### src/design/pcx_pkg.sv
// Shared types, codes and constants of the PCX stream decoder.
`default_nettype none
package pcx_pkg;

	// Header layout: byte offsets of the fields we keep.
	localparam logic [6:0] HB_VERSION   = 7'd1;
	localparam logic [6:0] HB_BPP       = 7'd3;
	localparam logic [6:0] HB_XMIN_LO   = 7'd4;
	localparam logic [6:0] HB_XMIN_HI   = 7'd5;
	localparam logic [6:0] HB_YMIN_LO   = 7'd6;
	localparam logic [6:0] HB_YMIN_HI   = 7'd7;
	localparam logic [6:0] HB_XMAX_LO   = 7'd8;
	localparam logic [6:0] HB_XMAX_HI   = 7'd9;
	localparam logic [6:0] HB_YMAX_LO   = 7'd10;
	localparam logic [6:0] HB_YMAX_HI   = 7'd11;
	localparam logic [6:0] HB_PLANES    = 7'd65;
	localparam logic [6:0] HB_LINE_LO   = 7'd66;
	localparam logic [6:0] HB_LINE_HI   = 7'd67;
	localparam logic [6:0] HB_LAST      = 7'd127;

	localparam logic [7:0] RUN_MARK     = 8'hC0;
	localparam logic [7:0] RUN_MASK     = 8'h3F;
	localparam logic [7:0] MAX_VERSION  = 8'd10;
	localparam logic [7:0] MAX_BPP      = 8'd32;
	localparam logic [7:0] MAX_PLANES   = 8'd32;

	localparam int TOTAL_W = 38;
	localparam int DIM_W   = 17;

	// Result kinds on the output word.
	localparam logic [1:0] KIND_DATA   = 2'd0;
	localparam logic [1:0] KIND_ACCEPT = 2'd1;
	localparam logic [1:0] KIND_REJECT = 2'd2;

	// Command queue between front and back.
	localparam int QDEPTH = 4;
	localparam int QAW    = $clog2(QDEPTH);

	typedef enum logic [1:0] {
		CMD_HDR_OK  = 2'd0,
		CMD_HDR_BAD = 2'd1,
		CMD_RUN     = 2'd2
	} cmd_kind_t;

	typedef struct packed {
		cmd_kind_t            op;
		logic [7:0]           data;
		logic [5:0]           count;
		logic [DIM_W-1:0]     width;
		logic [DIM_W-1:0]     height;
		logic [TOTAL_W-1:0]   total;
	} cmd_t;

	typedef struct packed {
		logic full;
		logic empty;
	} q_stat_t;

	// Front sequencer: normal byte intake, then the header-size multiply.
	typedef enum logic [3:0] {
		F_IDLE = 4'b0001,
		F_MUL1 = 4'b0010,
		F_MUL2 = 4'b0100,
		F_PUSH = 4'b1000
	} front_state_t;

	typedef enum logic [2:0] {
		PH_HEADER = 3'b001,
		PH_DATA   = 3'b010,
		PH_DONE   = 3'b100
	} phase_t;

endpackage
`default_nettype wire

### src/design/pcx_front.sv
// Front end: header parsing and check, RLE classification into queue commands.
`default_nettype none
module pcx_front
	import pcx_pkg::*;
(
	input  wire logic       clk,
	input  wire logic       arst_n,
	input  wire logic       in_valid,
	output logic            in_stall,
	input  wire logic [7:0] in_byte,
	input  wire logic       start_of_file,
	input  wire q_stat_t    q_stat,
	output logic            push,
	output cmd_t            push_cmd
);

	front_state_t fst_q;
	phase_t       phase_q;
	logic [6:0]   idx_q;
	logic         pend_q;
	logic [5:0]   run_q;

	logic [7:0]   version_q, bpp_q, planes_q;
	logic [15:0]  xmin_q, ymin_q, xmax_q, ymax_q, line_q;
	logic [22:0]  prod_s1;
	logic [TOTAL_W-1:0] total_s2;

	logic             accept, eff_hdr, eff_data, hdr_bad, marker;
	logic [6:0]       idx;
	logic [DIM_W-1:0] width, height;
	logic [38:0]      full_prod;

	assign in_stall = (fst_q != F_IDLE) || q_stat.full;
	assign accept   = in_valid && !in_stall;
	assign eff_hdr  = start_of_file || (phase_q == PH_HEADER);
	assign eff_data = !start_of_file && (phase_q == PH_DATA);
	assign idx      = start_of_file ? '0 : idx_q;
	assign marker   = (in_byte & RUN_MARK) == RUN_MARK;

	assign hdr_bad = (version_q > MAX_VERSION) || (bpp_q > MAX_BPP) ||
		(xmin_q > xmax_q) || (ymin_q > ymax_q) || (planes_q > MAX_PLANES);
	assign width  = {1'b0, xmax_q} - {1'b0, xmin_q} + 17'd1;
	assign height = {1'b0, ymax_q} - {1'b0, ymin_q} + 17'd1;
	assign full_prod = prod_s1 * line_q;

	always_comb begin
		push     = 1'b0;
		push_cmd = '0;
		push_cmd.op = CMD_RUN;
		if (fst_q == F_PUSH) begin
			push            = !q_stat.full;
			push_cmd.op     = CMD_HDR_OK;
			push_cmd.width  = width;
			push_cmd.height = height;
			push_cmd.total  = total_s2;
		end else if (accept) begin
			if (eff_hdr) begin
				if (idx == HB_LAST && hdr_bad) begin
					push        = 1'b1;
					push_cmd.op = CMD_HDR_BAD;
				end
			end else if (eff_data) begin
				push_cmd.data = in_byte;
				if (pend_q) begin
					push           = 1'b1;
					push_cmd.count = run_q;
				end else if (!marker) begin
					push           = 1'b1;
					push_cmd.count = 6'd1;
				end
			end
		end
	end

	always_ff @(posedge clk or negedge arst_n) begin
		if (!arst_n) begin
			fst_q   <= F_IDLE;
			phase_q <= PH_HEADER;
			idx_q   <= '0;
			pend_q  <= 1'b0;
		end else begin
			unique case (fst_q)
				F_IDLE: begin
					if (accept) begin
						if (eff_hdr) begin
							pend_q <= 1'b0;
							if (idx == HB_LAST) begin
								idx_q <= '0;
								if (hdr_bad) begin
									phase_q <= PH_DONE;
								end else begin
									phase_q <= PH_DATA;
									fst_q   <= F_MUL1;
								end
							end else begin
								idx_q   <= idx + 7'd1;
								phase_q <= PH_HEADER;
							end
						end else if (eff_data) begin
							if (pend_q) begin
								pend_q <= 1'b0;
							end else if (marker) begin
								pend_q <= 1'b1;
							end
						end
					end
				end
				F_MUL1: fst_q <= F_MUL2;
				F_MUL2: fst_q <= F_PUSH;
				F_PUSH: begin
					if (!q_stat.full) begin
						fst_q <= F_IDLE;
					end
				end
				default: fst_q <= F_IDLE;
			endcase
		end
	end

	// Header fields, run count and the size multiply: no reset needed.
	always_ff @(posedge clk) begin
		if (accept && eff_hdr) begin
			unique case (idx)
				HB_VERSION: version_q    <= in_byte;
				HB_BPP:     bpp_q        <= in_byte;
				HB_XMIN_LO: xmin_q[7:0]  <= in_byte;
				HB_XMIN_HI: xmin_q[15:8] <= in_byte;
				HB_YMIN_LO: ymin_q[7:0]  <= in_byte;
				HB_YMIN_HI: ymin_q[15:8] <= in_byte;
				HB_XMAX_LO: xmax_q[7:0]  <= in_byte;
				HB_XMAX_HI: xmax_q[15:8] <= in_byte;
				HB_YMAX_LO: ymax_q[7:0]  <= in_byte;
				HB_YMAX_HI: ymax_q[15:8] <= in_byte;
				HB_PLANES:  planes_q     <= in_byte;
				HB_LINE_LO: line_q[7:0]  <= in_byte;
				HB_LINE_HI: line_q[15:8] <= in_byte;
				default: ;
			endcase
		end
		if (accept && eff_data && !pend_q && marker) begin
			run_q <= in_byte[5:0];
		end
		// planes is at most 32 once the header passed the check
		if (fst_q == F_MUL1) begin
			prod_s1 <= height * planes_q[5:0];
		end
		if (fst_q == F_MUL2) begin
			total_s2 <= full_prod[TOTAL_W-1:0];
		end
	end

endmodule
`default_nettype wire

### src/design/pcx_queue.sv
// Short command queue between the front and back halves.
`default_nettype none
module pcx_queue
	import pcx_pkg::*;
(
	input  wire logic clk,
	input  wire logic arst_n,
	input  wire logic push,
	input  wire cmd_t push_cmd,
	input  wire logic pop,
	output cmd_t      head,
	output q_stat_t   q_stat
);

	cmd_t           mem_q [QDEPTH];
	logic [QAW-1:0] wr_q, rd_q;
	logic [QAW:0]   cnt_q;

	assign head         = mem_q[rd_q];
	assign q_stat.full  = cnt_q == QDEPTH[QAW:0];
	assign q_stat.empty = cnt_q == '0;

	always_ff @(posedge clk or negedge arst_n) begin
		if (!arst_n) begin
			wr_q  <= '0;
			rd_q  <= '0;
			cnt_q <= '0;
		end else begin
			if (push) begin
				wr_q <= wr_q + 1'b1;
			end
			if (pop) begin
				rd_q <= rd_q + 1'b1;
			end
			if (push && !pop) begin
				cnt_q <= cnt_q + 1'b1;
			end else if (pop && !push) begin
				cnt_q <= cnt_q - 1'b1;
			end
		end
	end

	always_ff @(posedge clk) begin
		if (push) begin
			mem_q[wr_q] <= push_cmd;
		end
	end

endmodule
`default_nettype wire

### src/design/pcx_back.sv
// Back end: header results and run expansion against the pixel-byte total.
`default_nettype none
module pcx_back
	import pcx_pkg::*;
(
	input  wire logic        clk,
	input  wire logic        arst_n,
	input  wire cmd_t        head,
	input  wire q_stat_t     q_stat,
	output logic             pop,
	output logic             out_valid,
	input  wire logic        out_stall,
	output logic [1:0]       kind,
	output logic [7:0]       out_byte,
	output logic [DIM_W-1:0] image_width,
	output logic [DIM_W-1:0] image_height,
	output logic             last
);

	logic [TOTAL_W-1:0] left_q;
	logic [5:0]         cnt_q;
	logic               ov_q;

	logic       slot_free, work, emit, run_end;
	logic [6:0] cnt_next;

	assign slot_free = !ov_q || !out_stall;
	assign work      = !q_stat.empty && slot_free;
	assign cnt_next  = {1'b0, cnt_q} + 7'd1;

	always_comb begin
		pop     = 1'b0;
		emit    = 1'b0;
		run_end = (left_q == '0) || (head.count == cnt_q);
		if (work) begin
			unique case (head.op) inside
				CMD_HDR_OK, CMD_HDR_BAD: begin
					pop  = 1'b1;
					emit = 1'b1;
				end
				CMD_RUN: begin
					if (run_end) begin
						pop = 1'b1;
					end else begin
						emit = 1'b1;
						pop  = (cnt_next == {1'b0, head.count}) ||
							(left_q == {{(TOTAL_W-1){1'b0}}, 1'b1});
					end
				end
				default: pop = 1'b1;
			endcase
		end
	end

	always_ff @(posedge clk or negedge arst_n) begin
		if (!arst_n) begin
			ov_q   <= 1'b0;
			left_q <= '0;
			cnt_q  <= '0;
		end else begin
			if (slot_free) begin
				ov_q <= emit;
			end
			if (work) begin
				if (head.op == CMD_HDR_OK) begin
					left_q <= head.total;
				end else if (head.op == CMD_HDR_BAD) begin
					left_q <= '0;
				end else if (emit) begin
					left_q <= left_q - 1'b1;
				end
				if (pop) begin
					cnt_q <= '0;
				end else if (emit) begin
					cnt_q <= cnt_next[5:0];
				end
			end
		end
	end

	always_ff @(posedge clk) begin
		if (work && emit) begin
			out_byte     <= '0;
			image_width  <= '0;
			image_height <= '0;
			last         <= 1'b0;
			unique case (head.op)
				CMD_HDR_OK: begin
					kind         <= KIND_ACCEPT;
					image_width  <= head.width;
					image_height <= head.height;
				end
				CMD_HDR_BAD: kind <= KIND_REJECT;
				default: begin
					kind     <= KIND_DATA;
					out_byte <= head.data;
					last     <= left_q == {{(TOTAL_W-1){1'b0}}, 1'b1};
				end
			endcase
		end
	end

	assign out_valid = ov_q;

endmodule
`default_nettype wire

### src/design/pcx_stream_decoder_unit.sv
// Top level of the streaming PCX run-length decoder.
//
//  channel | direction | handshake           | word
//  --------+-----------+---------------------+---------------------------------------------
//  input   | in        | in_valid / in_stall   | in_byte, start_of_file
//  output  | out       | out_valid / out_stall | kind, out_byte, image_width, image_height,
//          |           |                       | last
//
// Flow: a literal byte is taken each cycle unless in_stall is high; a run of n copies keeps
//   the back busy until its n copies are out (a zero count or an exhausted total just pops
//   the run), and input flows on until the 4-entry command queue fills.
// After the 128th byte of an accepted header the input stalls through two multiply
//   stages for height * planes * bytes per line, then the header command push,
//   which waits for a free queue entry. A rejected header stalls for none of these.
// Reset (arst_n low) puts the parser at header byte 0 and empties the queue.
// out_stall holds the output register; the back waits while the front keeps
//   filling the queue.
`default_nettype none
module pcx_stream_decoder_unit
	import pcx_pkg::*;
(
	input  wire logic        clk,
	input  wire logic        arst_n,
	input  wire logic        in_valid,
	output logic             in_stall,
	input  wire logic [7:0]  in_byte,
	input  wire logic        start_of_file,
	output logic             out_valid,
	input  wire logic        out_stall,
	output logic [1:0]       kind,
	output logic [7:0]       out_byte,
	output logic [DIM_W-1:0] image_width,
	output logic [DIM_W-1:0] image_height,
	output logic             last
);

	// front -> queue -> back
	q_stat_t q_stat;
	cmd_t    push_cmd, head;
	logic    push, pop;

	// Front: header bytes, header check, run markers.
	pcx_front u_front (
		.clk          (clk),
		.arst_n       (arst_n),
		.in_valid     (in_valid),
		.in_stall     (in_stall),
		.in_byte      (in_byte),
		.start_of_file(start_of_file),
		.q_stat       (q_stat),
		.push         (push),
		.push_cmd     (push_cmd)
	);

	pcx_queue u_queue (
		.clk     (clk),
		.arst_n  (arst_n),
		.push    (push),
		.push_cmd(push_cmd),
		.pop     (pop),
		.head    (head),
		.q_stat  (q_stat)
	);

	// Back: owns the remaining pixel-byte count and drives the output word.
	pcx_back u_back (
		.clk         (clk),
		.arst_n      (arst_n),
		.head        (head),
		.q_stat      (q_stat),
		.pop         (pop),
		.out_valid   (out_valid),
		.out_stall   (out_stall),
		.kind        (kind),
		.out_byte    (out_byte),
		.image_width (image_width),
		.image_height(image_height),
		.last        (last)
	);

	a_q_sane: assert property (@(posedge clk) disable iff (!arst_n)
		!(q_stat.full && q_stat.empty))
		else $error("queue both full and empty");

	a_no_pop_empty: assert property (@(posedge clk) disable iff (!arst_n)
		pop |-> !q_stat.empty)
		else $error("pop from empty queue");

	a_data_fields: assert property (@(posedge clk) disable iff (!arst_n)
		(out_valid && kind == KIND_DATA) |-> (image_width == '0 && image_height == '0))
		else $error("data word carries dimensions");

	a_hdr_fields: assert property (@(posedge clk) disable iff (!arst_n)
		(out_valid && kind != KIND_DATA) |-> (!last && out_byte == '0))
		else $error("header word carries data");

endmodule
`default_nettype wire

### config.mk
export PLATFORM = sky130hd
export DESIGN_NAME = pcx_stream_decoder_unit
export DESIGN_NICKNAME = d
export VERILOG_FILES = /design/src/design/pcx_pkg.sv /design/src/design/pcx_front.sv /design/src/design/pcx_queue.sv /design/src/design/pcx_back.sv /design/src/design/pcx_stream_decoder_unit.sv
export SDC_FILE = /design/constraint.sdc
export NUM_CORES = 2
export LEC_CHECK = 0
export BUFFER_PORTS_ARGS = -buffer_cell sky130_fd_sc_hd__buf_2
export CAP_MARGIN = 20
export CORE_ASPECT_RATIO = 0.7
export CORE_MARGIN = 2
export CORE_UTILIZATION = 25
export CTS_CLUSTER_DIAMETER = 200
export CTS_CLUSTER_SIZE = 10
export DETAILED_ROUTE_END_ITERATION = 8
export GPL_TIMING_DRIVEN = 0
export PLACE_DENSITY = 0.43
export RECOVER_POWER = 50
export SYNTH_ARGS = -nofsm -noshare
export SYNTH_HDL_FRONTEND = slang
export SYNTH_HIERARCHICAL = 1
export SYNTH_SLANG_ARGS = --single-unit
### constraint.sdc
create_clock -name clk -period 6.2 [get_ports clk]
set_clock_uncertainty 0.15 [all_clocks]
set_input_delay 0.31 -clock clk [delete_from_list [all_inputs] [get_ports clk]]
set_output_delay 0.31 -clock clk [all_outputs]
set_load 0.03 [all_outputs]
==> Implementation_results.wiki <==
{| class="wikitable"
! Metric !! Value
|-
| Critical Path Stages || 21
|-
| Gr usage total || 14.2%
|-
| Die boundary width || 498 µm
|-
| Clock period minus final worst setup slack || 6310 ps
|-
| CP max stage cell || sky130_fd_sc_hd__fa_1
|-
| Final weighted congestion in routability-driven placement || 0.838
|-
| Number of vias in the routed layout || 27670
|-
| Maximum cell stage delay along the critical path || 550 ps
|-
| Synth unique cells || 99
|-
| Buffer cell driving the clock tree root || sky130_fd_sc_hd__clkbuf_16
|-
| Placed cells || 5857
|-
| Ports placed on the boundary || 60
|-
| Fmax || roughly 160 MHz
|-
| Initial drt markers || between 2000 and 2500
|-
| Number of buffers created by CTS || 73
|-
| Core Footprint || 169000 µm²
|-
| Async set-reset flop share out of synthesis || 10.6%
|-
| Routed wirelength normalized by instance count || 20.1 µm
|-
| Net count of the mapped netlist || 4148
|-
| Post-layout net count || 4428
|-
| Outcome || finished with violations
|-
| Violated checks || capacitance limit, slew limit, setup timing
|-
| Per-cell via count in the routed design || roughly 4.5
|-
| Actual slew at the worst max-slew pin || 3460 ps
|-
| Period utilization || 102%
|-
| Filler Cells Inserted || 17334
|-
| Non-filler instance count after layout || just over 6000
|-
| P_leak || just over 20 nW
|-
| Worst hold stages || 4
|-
| Detailed placement HPWL || 91100 µm
|-
| Total wirelength of the detailed-routed design || 123000 µm
|-
| Worst-case setup margin in the final layout || -114 ps
|-
| Number of input and output port buffers inserted || 58
|-
| Final number of setup-violating endpoints || 7
|-
| Worst path top cell family by delay || adder cells
|-
| Total power divided by cell area || 214 nW/µm²
|-
| Endpoints failing hold || 0
|-
| Layout Area Growth over Synthesis || 18.8%
|-
| Rel. slew slack || -131%
|-
| Slew Limit Fails || 71
|-
| Total area of multi-input combinational cells || 22300 µm²
|-
| Via count of the first global-routing pass || 28625
|-
| Cell area after synthesis || ~43000 µm²
|-
| Largest net degree at the start of global routing || 55
|-
| Unrepaired setup endpoints after global routing || yes
|-
| H-tree level count || 3
|-
| Worst-path fanout max || 8
|-
| Effective utilization at floorplan || between 20% and 30%
|-
| Bufs and invs on worst path || 6
|-
| Clock Sinks || between 600 and 700
|-
| Cell depth of the worst flop-to-flop path || 21
|-
| Worst hold path type || input pin to flop
|-
| Proportion of layout cells with a drive suffix above 1 || 14.7%
|-
| Longest Clk Path Bufs || 3
|-
| EDFF count, synth || 568
|-
| Main synth FF type || sky130_fd_sc_hd__edfxtp_1
|-
| FF+latch count, synth || 635
|-
| CP Data Arrival Time || roughly 6600 ps
|-
| Startpoint type of the worst setup path || flop
|-
| Total number of yosys warnings || 6
|-
| Max cap viols || 2
|-
| Wire length of the first global-routing pass || 186000 µm
|-
| Post-synthesis average cell area || 12.1 µm²
|-
| FP Rows || 126
|-
| Worst vdd rail ir drop || 170 µV
|-
| Clock tree from TritonCTS || done
|-
| Post-route ant nets || 0
|-
| DRC violations left || 0
|-
| Total area of sequential cells || 18700 µm²
|-
| Post-synthesis instance total || about 3500
|-
| Most frequent CP cell || sky130_fd_sc_hd__fa_1
|-
| Worst endpoint required time || 6480 ps
|-
| WS Path Type || flop to flop
|-
| Worst Setup End Kind || flop
|-
| Clk slew on worst S/H paths || 70 ps
|-
| Latest clock arrival within the worst-skew pair || 670 ps
|-
| Area of the die || between 150000 and 200000 µm²
|-
| Antenna violations before repair || 9
|-
| DIE HEIGHT || 350 µm
|-
| Part of the Yosys area used for sequential elements || a little over two fifths
|-
| Congestion Overflow GR || 0
|-
| Setup TNS after final layout || -333 ps
|-
| Critical path cell sequence || buf_8 -> buf_4 -> nand2_1 -> fa_1 -> inv_1 -> fa_1 -> fa_1 -> inv_1 -> fa_1 -> fa_1 -> fa_1 -> inv_1 -> ha_4 -> a21oi_1 -> nand3_1 -> a21oi_4 -> o41ai_4 -> buf_4 -> a31oi_4 -> o41ai_4 -> xor2_2
|-
| DRT Pass-1 Iters || 5
|}
[final timing paths]
| path | slack, ps | end | start |
|---|---|---|---|
| setup reg to reg | -110 | u_front/total_s2[36]$_DFFE_PP_ | u_front/prod_s1[12]$_DFFE_PN_ |
| hold / removal | 180 | u_front/phase_q[0]$_DFFE_PN1P_ | start_of_file |
| hold reg to reg | 340 | u_queue/cnt_q[2]$_DFFE_PN0P_ | u_queue/cnt_q[2]$_DFFE_PN0P_ |
| max in group asynchronous | 2360 | u_queue/cnt_q[2]$_DFFE_PN0P_ | arst_n |
| min in group asynchronous | 890 | u_back/left_q[23]$_DFFE_PN0P_ | arst_n |
| setup / recovery | -110 | u_front/total_s2[36]$_DFFE_PP_ | u_front/prod_s1[12]$_DFFE_PN_ |
[synthesized netlist by cell type (all sizes together), types with 4 or more instances]
cell type,number,area [µm²]
a21oi,118,621
or3,10,67.6
o31ai,6,50.1
nor2,107,402
o21a,13,97.6
nand3b,10,75.1
edfxtp,568,17100
mux4,88,1980
nor2b,17,106
o211ai,10,75.1
or4,4,30.0
o21bai,10,75.1
nand2b,34,213
buf,39,348
or2,4,25.0
nor3b,8,60.1
a21o,28,211
and2,302,1890
xor2,40,350
a211oi,17,128
mux2i,18,180
a31oi,12,75.1
a22oi,10,75.1
nand3,46,235
a32oi,13,114
clkbuf,104,400
xnor2,48,420
nor4,22,205
a21boi,6,45.0
and3,20,131
inv,508,1910
a41oi,5,62.6
fa,356,7130
o21ai,100,504
and4,5,43.8
nand2,377,1420
nor3,45,230
ha,243,3040
o311ai,5,43.8
o22ai,15,93.8
dfrtp,65,1630
nand4,23,165
mux2,6,75.1
a311oi,4,41.3
[cell type report]
class | count | share of cell area [%]
Antenna cell | 7 | 0.0346
Buffer | 144 | 2.40
Clock buffer | 118 | 3.94
Clock inverter | 8 | 0.329
Inverter | 508 | 3.76
Multi-Input combinational cell | 2247 | 44.0
Sequential cell | 635 | 37.0
Tap cell | 2240 | 5.53
Timing Repair Buffer | 207 | 3.05
[cell usage in the layout (no fill, tap or decap), types with 15 or more instances in the layout]
cell type / count
sky130_fd_sc_hd__ha_1: 217
sky130_fd_sc_hd__a211oi_1: 15
sky130_fd_sc_hd__buf_6: 25
sky130_fd_sc_hd__and2_0: 68
sky130_fd_sc_hd__buf_4: 111
sky130_fd_sc_hd__and3_1: 18
sky130_fd_sc_hd__nand3_1: 43
sky130_fd_sc_hd__edfxtp_1: 568
sky130_fd_sc_hd__o22ai_1: 15
sky130_fd_sc_hd__xnor2_1: 42
sky130_fd_sc_hd__nor2_1: 104
sky130_fd_sc_hd__a21oi_1: 97
sky130_fd_sc_hd__xor2_1: 34
sky130_fd_sc_hd__o21ai_0: 74
sky130_fd_sc_hd__nor2b_1: 17
sky130_fd_sc_hd__mux4_2: 88
sky130_fd_sc_hd__buf_2: 18
sky130_fd_sc_hd__clkbuf_1: 167
sky130_fd_sc_hd__nand2_1: 368
sky130_fd_sc_hd__nor3_1: 38
sky130_fd_sc_hd__fa_1: 351
sky130_fd_sc_hd__and2_1: 224
sky130_fd_sc_hd__nand2b_1: 34
sky130_fd_sc_hd__clkbuf_16: 75
sky130_fd_sc_hd__clkbuf_8: 20
sky130_fd_sc_hd__inv_1: 499
sky130_fd_sc_hd__ha_4: 21
sky130_fd_sc_hd__a21o_1: 27
sky130_fd_sc_hd__dfrtp_1: 65
sky130_fd_sc_hd__nand4_1: 21
sky130_fd_sc_hd__mux2i_1: 17
[metrics by stage]
step | utilization (%) | area, µm² | hold slack (ps) | total power [W] | setup slack, ps
2_1_floorplan | - | 42600 | -136 | 0.00627 | 21.6
3_3_place_gp | 27.1 | 45700 | 335 | 0.00687 | -3120
3_5_place_dp | 27.3 | 46100 | 64.1 | 0.00689 | -1540
4_1_cts | 29.7 | 50200 | 1.85 | 0.0110 | -91.4
5_1_grt | 30.0 | 50600 | 192 | 0.0113 | -296
6_report | 30.0 | 50600 | 184 | 0.0108 | -114
[per-layer routing]
metal	GRT usage [%]	part of all wire, %
met1	22.4	51
met5	0	0.0090
met4	2.59	1.6
met2	19.6	39
met3	3.33	7.7
[state kept, by name, summed over array words and instances, names as in the netlist, 8 cells and up]
name / flops
u_front/total_s2: 38
u_front/version_q: 8
u_back/image_width: 17
u_back/out_byte: 8
u_back/left_q: 38
u_front/xmax_q: 16
u_front/ymin_q: 16
u_front/line_q: 16
u_front/planes_q: 8
u_front/ymax_q: 16
u_front/prod_s1: 23
u_queue/mem_q: 352
u_back/image_height: 17
u_front/xmin_q: 16
u_front/bpp_q: 8
[cell families (layout without fill, tap and decap cells)]
| family | Yosys count | after routing | share of synthesized area [%] |
|---|---|---|---|
| xor gates and xnor gates | 88 | 88 | 1.81 |
| DFF | 635 | 635 | 43.9 |
| AOI/OAI and AO/OA | 400 | 400 | 6.12 |
| and+or+nand+nor | 1048 | 1048 | 12.7 |
| adders and majority gates | 599 | 599 | 23.8 |
| other | 0 | 7 | 0 |
| muxes | 112 | 112 | 5.25 |
| buffers and inverters | 654 | 985 | 6.30 |
[power by group]
part	switching (W)	internal [W]	total (W)
Sequential	0.000101	0.00481	0.00491
Clock	0.00182	0.00223	0.00406
Combinational	0.00123	0.000624	0.00186
[worst reg2reg max path: cells and delay by family, from the launching register on]
kind / cells / cell delay (ps)
fa+ha+maj: 7 / 3320
xor+xnor: 1 / 350
flops: 1 / 520
simple gates: 2 / 210
buf+inv: 6 / 710
compound gates: 5 / 860
[repair_timing]
action	4_1_cts	5_1_grt
pin swaps	63	52
setup endpoints to repair	33	27
resized for setup	259	131
setup buffers	92	26
endpoints found under the hold margin	71	0
hold buffers	6	0
cloned	1	0
No activity file was read; power rests on OpenSTA's default activity.
